**src/rtl/core/clt_pkg.sv**
```systemverilog
// ---------------------------------------------------------------------------
// Command line tokenizer package
// Shared types, limits and role codes for the tokenizer core.
// ---------------------------------------------------------------------------
package clt_pkg;

    // Line and command limits.
    localparam int MAX_WORDS    = 16;
    localparam int MAX_COMMANDS = 8;
    localparam int LINE_LENGTH  = 256;

    // Internal counter widths follow from the limits.
    localparam int CD_W = $clog2(MAX_COMMANDS + 1);
    localparam int WC_W = $clog2(MAX_WORDS);

    // Position saturates at one less than the line length, capped by the 8-bit field.
    localparam logic [7:0] POS_LIMIT = (LINE_LENGTH - 1 > 255) ? 8'd255
                                                               : 8'(LINE_LENGTH - 1);

    // Decoupling queue depth between front and back.
    localparam int Q_DEPTH = 2;
    localparam int QP_W    = $clog2(Q_DEPTH);
    localparam int QC_W    = $clog2(Q_DEPTH + 1);

    // Character codes.
    localparam logic [7:0] CHAR_PIPE  = 8'h7C;
    localparam logic [7:0] CHAR_AMP   = 8'h26;
    localparam logic [7:0] CHAR_SPACE = 8'h20;
    localparam logic [7:0] CHAR_TAB   = 8'h09;
    localparam logic [7:0] CHAR_CR    = 8'h0D;

    // Item kind codes.
    localparam logic KIND_BYTE = 1'b0;
    localparam logic KIND_END  = 1'b1;

    // Role of each result.
    typedef enum logic [2:0] {
        ROLE_SEP        = 3'd0,
        ROLE_WORD_START = 3'd1,
        ROLE_WORD_CONT  = 3'd2,
        ROLE_PIPE       = 3'd3,
        ROLE_ERROR      = 3'd4,
        ROLE_END        = 3'd5
    } t_clt_role;

    // Classified request as it travels through the queue.
    typedef struct packed {
        logic is_end;
        logic is_blank;
        logic is_pipe;
        logic is_amp;
    } t_clt_item;

    // Queue status seen by front and back.
    typedef struct packed {
        logic full;
        logic empty;
    } t_clt_qstat;

    // One result.
    typedef struct packed {
        t_clt_role  role;
        logic [7:0] position;
        logic [2:0] command_index;
        logic [3:0] word_index;
        logic       command_closed;
        logic [2:0] closed_index;
        logic [3:0] closed_word_count;
        logic       closed_background;
        logic [3:0] command_total;
        logic       line_background;
    } t_clt_result;

endpackage

```
**src/rtl/core/clt_front.sv**
```systemverilog
// ---------------------------------------------------------------------------
// Tokenizer front end
// Accepts input requests and classifies each byte before queuing it.
// ---------------------------------------------------------------------------
module clt_front (
    input  logic                i_valid,
    output logic                o_ready,
    input  logic                i_kind,
    input  logic [7:0]          i_char_in,
    input  clt_pkg::t_clt_qstat i_qstat,
    output logic                o_push,
    output clt_pkg::t_clt_item  o_item
);
    import clt_pkg::*;

    // A request is taken whenever the queue has room.
    assign o_ready = !i_qstat.full;
    assign o_push  = i_valid && !i_qstat.full;

    // Byte classes: whitespace is tab through carriage return, and space.
    always_comb begin
        o_item.is_end   = (i_kind == KIND_END);
        o_item.is_blank = (i_char_in == CHAR_SPACE) ||
                          ((i_char_in >= CHAR_TAB) && (i_char_in <= CHAR_CR));
        o_item.is_pipe  = (i_char_in == CHAR_PIPE);
        o_item.is_amp   = (i_char_in == CHAR_AMP);
    end

endmodule

```
**src/rtl/core/clt_queue.sv**
```systemverilog
// ---------------------------------------------------------------------------
// Tokenizer request queue
// Short FIFO of classified requests between the front and back ends.
// ---------------------------------------------------------------------------
module clt_queue (
    input  logic                i_clk,
    input  logic                i_rst_n,
    input  logic                i_push,
    input  clt_pkg::t_clt_item  i_item,
    input  logic                i_pop,
    output clt_pkg::t_clt_item  o_item,
    output clt_pkg::t_clt_qstat o_qstat
);
    import clt_pkg::*;

    t_clt_item             r_mem [Q_DEPTH];
    logic [QP_W-1:0]       r_wptr, n_wptr;
    logic [QP_W-1:0]       r_rptr, n_rptr;
    logic [QC_W-1:0]       r_count, n_count;

    // Pointer and fill count updates.
    always_comb begin
        n_wptr  = r_wptr;
        n_rptr  = r_rptr;
        n_count = r_count;
        if (i_push) begin
            n_wptr = (r_wptr == QP_W'(Q_DEPTH - 1)) ? '0 : r_wptr + 1'b1;
        end
        if (i_pop) begin
            n_rptr = (r_rptr == QP_W'(Q_DEPTH - 1)) ? '0 : r_rptr + 1'b1;
        end
        if (i_push && !i_pop) begin
            n_count = r_count + 1'b1;
        end else if (i_pop && !i_push) begin
            n_count = r_count - 1'b1;
        end
    end

    always_ff @(posedge i_clk) begin
        if (!i_rst_n) begin
            r_wptr  <= '0;
            r_rptr  <= '0;
            r_count <= '0;
        end else begin
            r_wptr  <= n_wptr;
            r_rptr  <= n_rptr;
            r_count <= n_count;
        end
    end

    // Entry storage.
    always_ff @(posedge i_clk) begin
        if (i_push) begin
            r_mem[r_wptr] <= i_item;
        end
    end

    assign o_item        = r_mem[r_rptr];
    assign o_qstat.full  = (r_count == QC_W'(Q_DEPTH));
    assign o_qstat.empty = (r_count == '0);

endmodule

```
**src/rtl/core/clt_back.sv**
```systemverilog
// ---------------------------------------------------------------------------
// Tokenizer back end
// Applies queued requests to the parser state and registers each result.
// ---------------------------------------------------------------------------
module clt_back (
    input  logic                 i_clk,
    input  logic                 i_rst_n,
    input  clt_pkg::t_clt_qstat  i_qstat,
    input  clt_pkg::t_clt_item   i_item,
    output logic                 o_pop,
    output logic                 o_valid,
    input  logic                 i_ready,
    output clt_pkg::t_clt_result o_result
);
    import clt_pkg::*;

    logic              r_command_open,  n_command_open;
    logic [CD_W-1:0]   r_commands_done, n_commands_done;
    logic [WC_W-1:0]   r_words,         n_words;
    logic              r_inside,        n_inside;
    logic              r_lone_amp,      n_lone_amp;
    logic              r_error,         n_error;
    logic [7:0]        r_position,      n_position;
    logic              r_last_bg,       n_last_bg;
    logic              r_valid;
    t_clt_result       r_result,        n_result;

    logic              limit_hit;
    logic              close_bg;
    logic [WC_W-1:0]   close_count;
    logic [31:0]       cd_ext;
    logic [31:0]       wc_ext;

    // The output register takes a new result when empty or being drained.
    assign o_pop = (!r_valid || i_ready) && !i_qstat.empty;

    // Count and background flag of the command as it stands now.
    always_comb begin
        close_bg    = (r_words != '0) && r_lone_amp;
        close_count = r_words - WC_W'(close_bg);
    end

    // Next state and result for the request at the head of the queue.
    always_comb begin
        n_command_open  = r_command_open;
        n_commands_done = r_commands_done;
        n_words         = r_words;
        n_inside        = r_inside;
        n_lone_amp      = r_lone_amp;
        n_error         = r_error;
        n_position      = r_position;
        n_last_bg       = r_last_bg;
        n_result        = '0;
        n_result.role   = ROLE_SEP;
        n_result.position = r_position;
        limit_hit       = (32'(r_commands_done) >= MAX_COMMANDS);
        cd_ext          = 32'(r_commands_done);
        wc_ext          = 32'(close_count);

        if (i_item.is_end) begin
            // End marker: unless an error is pending, close an open command and report totals; then reset.
            n_result.role = ROLE_END;
            if (!r_error) begin
                if (r_command_open) begin
                    n_result.command_closed    = 1'b1;
                    n_result.closed_index      = cd_ext[2:0];
                    n_result.closed_word_count = wc_ext[3:0];
                    n_result.closed_background = close_bg;
                    n_result.line_background   = close_bg;
                    cd_ext = 32'(r_commands_done) + 32'd1;
                end else begin
                    n_result.line_background   = r_last_bg;
                end
                n_result.command_total = cd_ext[3:0];
            end
            n_command_open  = 1'b0;
            n_commands_done = '0;
            n_words         = '0;
            n_inside        = 1'b0;
            n_lone_amp      = 1'b0;
            n_error         = 1'b0;
            n_position      = '0;
            n_last_bg       = 1'b0;
        end else begin
            if (r_position < POS_LIMIT) begin
                n_position = r_position + 8'd1;
            end
            if (r_error || limit_hit) begin
                // Bytes after an error or past the command limit are ignored.
            end else if (i_item.is_blank) begin
                // Whitespace ends a word and opens a command if none is open.
                if (!r_command_open) begin
                    n_command_open = 1'b1;
                    n_words        = '0;
                    n_lone_amp     = 1'b0;
                end
                n_inside = 1'b0;
            end else if (i_item.is_pipe) begin
                if (r_command_open && (r_words != '0)) begin
                    n_result.role              = ROLE_PIPE;
                    n_result.command_closed    = 1'b1;
                    n_result.closed_index      = cd_ext[2:0];
                    n_result.closed_word_count = wc_ext[3:0];
                    n_result.closed_background = close_bg;
                    n_last_bg       = close_bg;
                    n_commands_done = r_commands_done + 1'b1;
                    n_command_open  = 1'b0;
                    n_inside        = 1'b0;
                    n_words         = '0;
                    n_lone_amp      = 1'b0;
                end else begin
                    n_result.role = ROLE_ERROR;
                    n_error       = 1'b1;
                end
            end else if (r_inside) begin
                // Continuation of the current word.
                n_lone_amp = 1'b0;
                wc_ext     = 32'(r_words) - 32'd1;
                n_result.role          = ROLE_WORD_CONT;
                n_result.command_index = cd_ext[2:0];
                n_result.word_index    = wc_ext[3:0];
            end else begin
                // Word start; a full command closes first.
                if (r_command_open && (32'(r_words) >= MAX_WORDS - 1)) begin
                    n_result.command_closed    = 1'b1;
                    n_result.closed_index      = cd_ext[2:0];
                    n_result.closed_word_count = wc_ext[3:0];
                    n_result.closed_background = close_bg;
                    n_last_bg       = close_bg;
                    n_commands_done = r_commands_done + 1'b1;
                    n_command_open  = 1'b0;
                    n_inside        = 1'b0;
                    n_words         = '0;
                    n_lone_amp      = 1'b0;
                end
                if (32'(n_commands_done) < MAX_COMMANDS) begin
                    n_command_open = 1'b1;
                    n_words        = n_command_open ? n_words + 1'b1 : n_words;
                    n_inside       = 1'b1;
                    n_lone_amp     = i_item.is_amp;
                    cd_ext         = 32'(n_commands_done);
                    wc_ext         = 32'(n_words) - 32'd1;
                    n_result.role          = ROLE_WORD_START;
                    n_result.command_index = cd_ext[2:0];
                    n_result.word_index    = wc_ext[3:0];
                end
            end
        end
    end

    // Parser state and output valid.
    always_ff @(posedge i_clk) begin
        if (!i_rst_n) begin
            r_command_open  <= 1'b0;
            r_commands_done <= '0;
            r_words         <= '0;
            r_inside        <= 1'b0;
            r_lone_amp      <= 1'b0;
            r_error         <= 1'b0;
            r_position      <= '0;
            r_last_bg       <= 1'b0;
            r_valid         <= 1'b0;
        end else begin
            if (o_pop) begin
                r_command_open  <= n_command_open;
                r_commands_done <= n_commands_done;
                r_words         <= n_words;
                r_inside        <= n_inside;
                r_lone_amp      <= n_lone_amp;
                r_error         <= n_error;
                r_position      <= n_position;
                r_last_bg       <= n_last_bg;
            end
            if (!r_valid || i_ready) begin
                r_valid <= !i_qstat.empty;
            end
        end
    end

    // Result payload.
    always_ff @(posedge i_clk) begin
        if (o_pop) begin
            r_result <= n_result;
        end
    end

    assign o_valid  = r_valid;
    assign o_result = r_result;

endmodule

```
**src/rtl/core/command_line_tokenizer_core.sv**
```systemverilog
// ---------------------------------------------------------------------------
// Command line tokenizer core
// Splits a byte stream into words and piped commands, one result per request.
//
//   Channel | Direction | Handshake          | Payload
//   --------+-----------+--------------------+----------------------------------
//   input   | in        | i_valid / o_ready  | i_kind, i_char_in
//   output  | out       | o_valid / i_ready  | o_role ... o_line_background
//
// Throughput is one request per cycle while neither side stalls. An accepted
// request is written into the queue, parsed at the queue head by the back end
// and its result is held in the output register until it is taken.
// The back end updates the parser state once for each request it pops.
// Reset is synchronous and active low; it empties the queue and parser state.
// Either side may stall: the queue absorbs up to two requests in flight.
// ---------------------------------------------------------------------------
module command_line_tokenizer_core (
    input  logic       i_clk,
    input  logic       i_rst_n,
    input  logic       i_valid,
    output logic       o_ready,
    input  logic       i_kind,
    input  logic [7:0] i_char_in,
    output logic       o_valid,
    input  logic       i_ready,
    output logic [2:0] o_role,
    output logic [7:0] o_position,
    output logic [2:0] o_command_index,
    output logic [3:0] o_word_index,
    output logic       o_command_closed,
    output logic [2:0] o_closed_index,
    output logic [3:0] o_closed_word_count,
    output logic       o_closed_background,
    output logic [3:0] o_command_total,
    output logic       o_line_background
);
    import clt_pkg::*;

    t_clt_qstat  qstat;
    t_clt_item   push_item;
    t_clt_item   head_item;
    t_clt_result result;
    logic        push;
    logic        pop;

    // Front end: accept and classify.
    clt_front u_front (
        .i_valid   (i_valid),
        .o_ready   (o_ready),
        .i_kind    (i_kind),
        .i_char_in (i_char_in),
        .i_qstat   (qstat),
        .o_push    (push),
        .o_item    (push_item)
    );

    // Decoupling queue.
    clt_queue u_queue (
        .i_clk   (i_clk),
        .i_rst_n (i_rst_n),
        .i_push  (push),
        .i_item  (push_item),
        .i_pop   (pop),
        .o_item  (head_item),
        .o_qstat (qstat)
    );

    // Back end: parser state and output register.
    clt_back u_back (
        .i_clk    (i_clk),
        .i_rst_n  (i_rst_n),
        .i_qstat  (qstat),
        .i_item   (head_item),
        .o_pop    (pop),
        .o_valid  (o_valid),
        .i_ready  (i_ready),
        .o_result (result)
    );

    // Result fields to ports.
    assign o_role              = result.role;
    assign o_position          = result.position;
    assign o_command_index     = result.command_index;
    assign o_word_index        = result.word_index;
    assign o_command_closed    = result.command_closed;
    assign o_closed_index      = result.closed_index;
    assign o_closed_word_count = result.closed_word_count;
    assign o_closed_background = result.closed_background;
    assign o_command_total     = result.command_total;
    assign o_line_background   = result.line_background;

    // The queue is never full and empty at once.
    a_qstat_sane: assert property (@(posedge i_clk) disable iff (!i_rst_n)
        !(qstat.full && qstat.empty))
        else $error("queue reports full and empty together");

    // A pop only happens when the queue holds a request.
    a_pop_nonempty: assert property (@(posedge i_clk) disable iff (!i_rst_n)
        pop |-> !qstat.empty)
        else $error("pop from an empty queue");

    // The command total never exceeds the command limit.
    a_total_limit: assert property (@(posedge i_clk) disable iff (!i_rst_n)
        (o_valid && (o_role == ROLE_END)) |-> (32'(o_command_total) <= MAX_COMMANDS))
        else $error("command total beyond limit");

    // An error result never closes a command.
    a_error_noclose: assert property (@(posedge i_clk) disable iff (!i_rst_n)
        (o_valid && (o_role == ROLE_ERROR)) |-> !o_command_closed)
        else $error("error result closes a command");

endmodule

```
**config.mk**
```make
export PLATFORM = sky130hd
export DESIGN_NAME = command_line_tokenizer_core
export DESIGN_NICKNAME = d
export VERILOG_FILES = /design/src/rtl/core/clt_pkg.sv /design/src/rtl/core/clt_front.sv /design/src/rtl/core/clt_queue.sv /design/src/rtl/core/clt_back.sv /design/src/rtl/core/command_line_tokenizer_core.sv
export SDC_FILE = /design/constraint.sdc
export NUM_CORES = 1
export LEC_CHECK = 0
export BUFFER_PORTS_ARGS = -buffer_cell sky130_fd_sc_hd__buf_2
export CAP_MARGIN = 10
export CORE_UTILIZATION = 52
export CTS_BUF_LIST = sky130_fd_sc_hd__clkbuf_4
export CTS_CLUSTER_DIAMETER = 120
export DETAILED_ROUTE_END_ITERATION = 10
export PLACE_DENSITY = 0.73
export SLEW_MARGIN = 5
export SYNTH_ARGS = -nofsm -noshare
export SYNTH_HDL_FRONTEND = slang
export SYNTH_SLANG_ARGS = --single-unit
```
**constraint.sdc**
```tcl
create_clock -name i_clk -period 3.9 [get_ports i_clk]
set_input_delay 0.585 -clock i_clk [delete_from_list [all_inputs] [get_ports i_clk]]
set_output_delay 0.585 -clock i_clk [all_outputs]
set_load 0.005 [all_outputs]
```
==> flow_summary_export.csv, run 1 <==
group,metric,value,unit
outcome,status,"finished, final reports clean",
detailed_routing,antenna_left,0,
global_route,overflow,0,
yosys,async_reset_ff_share,0,%
clocking,cts_resized,0,
critical_path,crit_chain,"nand4_1 > nor2_1 > xor2_1 > inv_1 > ha_1 > or3b_2 > a21oi_1",
sta,setup_viol,0,
yosys,syn-cell-area,3332,sq um
yosys,synth_xor_area_share,4.206,%
clocking,path_clk_slew,0.11,ns
critical_path,crit_type,"reg2reg",
yosys,synth_compound_area_share,12.92,%
sta,min_period,2.766,ns
yosys,synthSimpleGateAreaFrac,19.68,%
yosys,synth_cells,322,
detailed_routing,dr.pass1.iters,5,
finish,final_layout_size_suffix_gt1_share,21.39,%
placement,dp_hpwl,4.630,mm
placement,dpl.cell_count,432,
yosys,synth-seq-cells,67,
yosys,yosysMostFrequentCell,"nor2_1",
sta,finalSetupTns,0,ns
global_route,grtUsageTotal,21.10,%
finish,fill_cells,522,
yosys,synth_edf_count,40,
sta,skew,0.01222,ns
yosys,synth_area_leaders,"edfxtp_1 (36%), dfxtp_1 (16%), nor2_1 (4.6%)",
critical_path,worstPathArrival,3.10,ns
hold_path,hold_path.class,"in2reg",
clocking,cts_tree,"done",
finish,multi_input_area,1479,sq um
yosys,synth_top_area_share,36.05,%
clocking,clk_latency,0.41,ns
sta,hold_viol,0,
global_route,grt_pass1_wl,10.49,mm
critical_path,cp_slowest_cell,"dfxtp_1",
yosys,avgSynthCellArea,10.35,sq um
power_and_ir_drop,power_leakage,1.401,nW
detailed_routing,drc_errors,0,
finish,areaGrowthSynthToFinish,14.38,%
sta,whs,0.3501,ns
critical_path,reg2reg_slack,1.13,ns
yosys,synth_top_family_by_area,"simple AND/OR/NAND/NOR gates",
die,core,6061,sq um
critical_path,cp_max_fo,11,
die,die_w,82.05,um
detailed_routing,route.detailed.wl_per_inst,14.73,um
clocking,cts_max_path_buffers,2,
clocking,cts_setup_buffers,0,
detailed_routing,drtIter0Drc,225,
finish,regArea,1742,sq um
sta,tightest_slew,0.7706,ns
global_route,grt_start_max_net_pins,33,
yosys,yosysSeqAreaShare,52.27,%
placement,numPortBuffers,46,
yosys,synth_mux_area_share,3.079,%
power_and_ir_drop,power.density,644.9,nW/um^2
global_route,antenna_found_initial,0,
yosys,yosys.area_share.adder,4.506,%
yosys,ys_top_cells_by_count,"nor2_1 (41), edfxtp_1 (40), dfxtp_1 (27), nand2_1 (23), a21oi_1 (21)",
finish,finalNonFillerCells,449,
critical_path,start_kind,"flip-flop",
run,maxCapViolCount,0,
die,io_pins,47,
die,start_util,54.98,%
die,fp-row-count,28,
sta,setup_slack,1.134,ns
yosys,yosysUniqueCellTypes,57,
clocking,cts_root_buf,"clkbuf_4",
detailed_routing,vias,2613,
detailed_routing,routed_via_density,5.820,
sta,relSlewSlack,48.23,%
die,die_area,6731,sq um
critical_path,required,4.24,ns
sta,fmax,0.3616,GHz
global_route,grt_pass1_vias,2281,
sta,fin_crit_sh,70.91,%
finish,n_antenna_cell,0,
finish,fin_util,62.88,%
detailed_routing,drt-total-wl,6.612,mm
sta,slew_violations,0,
die,die_height,82.05,um
yosys,ys.flop_type,"edfxtp_1",
placement,dp_slack,1.249,ns
clocking,cts_buffers,9,
clocking,holdBufCountCts,0,
sta,rsz0062_at_grt,"no",
critical_path,max_stage_delay,0.61,ns
critical_path,endpoint_kind,"flip-flop",
power_and_ir_drop,ir_drop,0.4467,mV
yosys,yosysWarnings,0,
placement,routabilityCongestion,0.8797,
yosys,synth_fp_nets,347,
finish,nNetsFinal,394,
yosys,synth_top_cell_by_area,"edfxtp_1",
clocking,numClockSinks,67,
clocking,cts.htree.levels,3,
sequential cells by signal (all words and copies together), names as in the netlist, named ones only:
name and count:
u_queue.r_count 2, u_back.r_inside 1, u_queue.r_wptr 1, u_back.r_last_bg 1, u_back.r_command_open 1, u_back.r_commands_done 4, u_back.r_words 4, u_queue.r_mem 8
u_back.r_lone_amp 1, u_back.r_error 1, u_back.o_valid 1, u_back.r_position 8, u_back.o_result 32, u_queue.r_rptr 1
final cells by class:
cell class / count / share of cell area [%]
Tap cell: 75 / 2.462
Inverter: 13 / 1.280
Clock inverter: 7 / 3.020
Sequential cell: 67 / 45.70
Timing Repair Buffer: 48 / 6.960
Multi-Input combinational cell: 230 / 38.80
Clock buffer: 9 / 1.773
final timing paths:
check | from | to | cells past startpoint
max reg2reg | u_back.r_command_open | u_back.r_words[0] | 7
max | u_back.r_command_open | u_back.r_words[0] | 7
min | i_kind | u_queue.r_mem[0][3] | 1
min reg2reg | u_back.r_position[1] | u_back.o_result[22] | 0
per-stage QoR:
step | total power, mW | area (sq um)
5_1_grt | 2.609 | 3811
4_1_cts | 2.441 | 3784
6_report | 2.458 | 3811
3_5_place_dp | 1.860 | 3601
3_3_place_gp | 1.840 | 3601
2_1_floorplan | 1.607 | 3332
metal layers:
layer,share of wire [%],wire length [um],vias to the layer above,global-route usage [%]
met3,5.6,372,12,6.000
met2,48,3163,99,34.38
met1,45,2978,1223,27.09
li1,-,-,1279,-
met4,1.5,97,0,6.316
met5,0,0,-,0
cell usage in the layout (no fill, tap or decap), types with 2 or more instances in the layout:
master | netlist | final
buf_2 | 0 | 46
nor2_1 | 41 | 41
edfxtp_1 | 40 | 40
dfxtp_1 | 27 | 27
nand2_1 | 23 | 23
a21oi_1 | 21 | 21
nand3_1 | 18 | 18
o21ai_0 | 14 | 14
inv_1 | 13 | 13
ha_1 | 12 | 12
xor2_1 | 9 | 9
clkbuf_4 | 0 | 9
xnor2_1 | 7 | 7
nand2b_1 | 6 | 6
nor4_1 | 6 | 6
nor3_1 | 5 | 5
nand4_1 | 4 | 4
mux2_2 | 4 | 4
nor3b_1 | 4 | 4
a22oi_1 | 3 | 3
nor4b_1 | 3 | 3
mux2i_1 | 3 | 3
o22ai_1 | 3 | 3
or4_1 | 3 | 3
bufinv_16 | 0 | 3
mux2i_2 | 2 | 2
or3b_2 | 2 | 2
or2_2 | 2 | 2
or3_1 | 2 | 2
and2_1 | 2 | 2
a21boi_0 | 2 | 2
and3_1 | 2 | 2
o32ai_1 | 2 | 2
a21o_1 | 2 | 2
a32oi_1 | 2 | 2
worst max-delay path: cells and delay by family (launching register included):
family	cells	cell delay (ns)
AND/OR/NAND/NOR	3	1.26
flip-flops	1	0.61
adder cells (fa/ha/maj)	1	0.30
XOR/XNOR	1	0.22
AO/OA/AOI/OAI	1	0.16
buffers and inverters	1	0.15
cell families after synthesis:
family / Yosys count
AOI/OAI and AO/OA: 64
buffers and inverters: 25
muxes: 9
xor gates and xnor gates: 16
and+or+nand+nor: 129
DFF: 67
adders and majority gates: 12
power breakdown:
group,internal (mW),total (mW),switching [mW]
sequential,0.983,1.09,0.108
clock,0.323,0.576,0.252
combinational,0.318,0.791,0.473
No activity file was read; power rests on OpenSTA's default activity.
==> inputs of run 2 (changes only) <==
==> constraint.sdc (replaced) <==
create_clock -name i_clk -period 2.7 [get_ports i_clk]
set_input_delay 0.405 -clock i_clk [delete_from_list [all_inputs] [get_ports i_clk]]
set_output_delay 0.405 -clock i_clk [all_outputs]
set_load 0.005 [all_outputs]
==> flow_summary_export.csv, run 2 (synthesis results as in run 1) <==
group,metric,value,unit
global_route,grtUsageTotal,22.02,%
sta,slew_violations,0,
sta,tightest_slew,0.5484,ns
hold_path,hold_path.class,"in2reg",
critical_path,cp_num_cells,7,
power_and_ir_drop,power.density,898.3,nW/um^2
placement,place_area,3661,sq um
die,die_height,82.05,um
critical_path,start_kind,"flip-flop",
global_route,overflow,0,
die,core,6061,sq um
global_route,grt_pass1_wl,10.78,mm
sta,min_period,2.370,ns
sta,setup_viol,0,
finish,stdcell_area,3820,sq um
placement,routabilityCongestion,0.9511,
critical_path,critical_path_buf_inv_count,1,
finish,regArea,1742,sq um
critical_path,endpoint_kind,"flip-flop",
hold_path,whs_endpoint,"u_queue.r_mem[1][3]",
critical_path,reg2reg_slack,0.33,ns
die,die_area,6731,sq um
critical_path,worstPathArrival,2.72,ns
finish,fill_cells,511,
critical_path,required,3.05,ns
critical_path,max_stage_delay,0.54,ns
finish,layout_commonest_cell,"buf_2",
detailed_routing,route.detailed.wl_per_inst,14.71,um
critical_path,cp_slowest_cell,"or4_1",
critical_path,crit_chain,"inv_1 > ha_1 > nor3b_1 > nor3_2 > o211ai_4 > or4_1 > a21oi_1",
hold_path,hold_path_depth,1,
power_and_ir_drop,power_leakage,1.418,nW
global_route,grt_start_max_net_pins,33,
finish,multi_input_area,1479,sq um
placement,numPortBuffers,46,
detailed_routing,vias,2572,
global_route,antenna_found_initial,0,
clocking,holdBufCountCts,0,
finish,n_antenna_cell,0,
power_and_ir_drop,ir_drop,0.5713,mV
die,die_w,82.05,um
die,fp-row-count,28,
outcome,status,"finished, final reports clean",
clocking,cts_buffers,9,
sta,rsz0062_at_grt,"no",
finish,areaGrowthSynthToFinish,14.65,%
clocking,clk_latency,0.42,ns
critical_path,crit_type,"reg2reg",
finish,nNetsFinal,401,
critical_path,r2r.worst_path.cells,7,
detailed_routing,drt-total-wl,6.707,mm
die,start_util,54.98,%
hold_path,holdCritStartpoint,"i_kind",
die,io_pins,47,
finish,largest_reg_flops,32,
sta,hold_viol,0,
critical_path,cp_max_fo,8,
clocking,cts_resized,0,
critical_path,critPathTopFamily,"simple AND/OR/NAND/NOR gates",
global_route,grt_pass1_vias,2292,
sta,whs,0.1696,ns
sta,relSlewSlack,63.36,%
detailed_routing,drtIter0Drc,145,
sta,skew,0.007666,ns
clocking,numClockSinks,67,
placement,dp_hpwl,4.768,mm
clocking,cts.htree.levels,3,
detailed_routing,drc_errors,0,
finish,final_layout_size_suffix_gt1_share,22.83,%
critical_path,reg2reg_from,"u_back.r_words[1]",
detailed_routing,dr.pass1.iters,4,
clocking,path_clk_slew,0.11,ns
sta,fmax,0.4219,GHz
finish,final_cell_mix,"buf_2 (46), nor2_1 (41), edfxtp_1 (40)",
critical_path,rr_endpoint,"u_back.r_words[2]",
detailed_routing,antenna_left,0,
clocking,cts_root_buf,"clkbuf_4",
clocking,cts_tree,"done",
run,maxCapViolCount,0,
sta,finalSetupTns,0,ns
sta,fin_crit_sh,87.79,%
detailed_routing,routed_via_density,5.640,
clocking,cts_max_path_buffers,2,
clocking,cts_setup_buffers,0,
[run 2: final cells by class]
cell class / count / area share, %
Clock buffer: 9 / 1.769
Multi-Input combinational cell: 230 / 38.72
Clock inverter: 7 / 2.391
Timing Repair Buffer: 55 / 7.796
Tap cell: 75 / 2.457
Sequential cell: 67 / 45.59
Inverter: 13 / 1.277
[run 2: worst max-delay path by stage]
stage / endpoint / slack (ns) / startpoint
2_1_floorplan: u_back.r_words[0] / 0.44 / u_back.r_words[1]
3_3_place_gp: u_back.o_result[5] / 0.44 / flip-flop
4_1_cts: u_back.r_words[0] / 0.34 / u_back.r_command_open
3_5_place_dp: u_back.r_words[0] / 0.39 / u_back.r_command_open
5_1_grt: u_back.r_words[0] / 0.17 / u_back.r_command_open
6_report: u_back.r_words[2] / 0.33 / u_back.r_words[1]
[run 2: worst reg2reg max path: stages (launching register included)]
cell and delay [ns]:
dfxtp_1 0.45, inv_1 0.12, ha_1 0.23, nor3b_1 0.18, nor3_2 0.40, o211ai_4 0.19
or4_1 0.55, a21oi_1 0.19
[run 2: per-stage QoR]
| stage | utilization (%) | instances | worst slack (ns) | power (mW) |
|---|---|---|---|---|
| 2_1_floorplan | - | 322 | 0.4415 | 2.322 |
| 6_report | 63.03 | 456 | 0.3296 | 3.431 |
| 5_1_grt | 63.03 | 456 | 0.1702 | 3.659 |
| 3_5_place_dp | 60.40 | 440 | 0.3904 | 2.706 |
| 4_1_cts | 63.03 | 456 | 0.3424 | 3.447 |
| 3_3_place_gp | 60.40 | 440 | 0.4415 | 2.673 |
[run 2: where the power goes]
| part | internal, mW | switching, mW | total, mW |
|---|---|---|---|
| Sequential | 1.42 | 0.156 | 1.58 |
| Clock | 0.372 | 0.368 | 0.740 |
| Combinational | 0.435 | 0.678 | 1.11 |
| Total | 2.23 | 1.20 | 3.43 |
[run 2: metal layers]
layer,GRT usage [%],share of wire [%]
met4,14.39,3.4
met2,32.73,45
met5,0,0
met3,4.778,5.9
met1,28.76,46
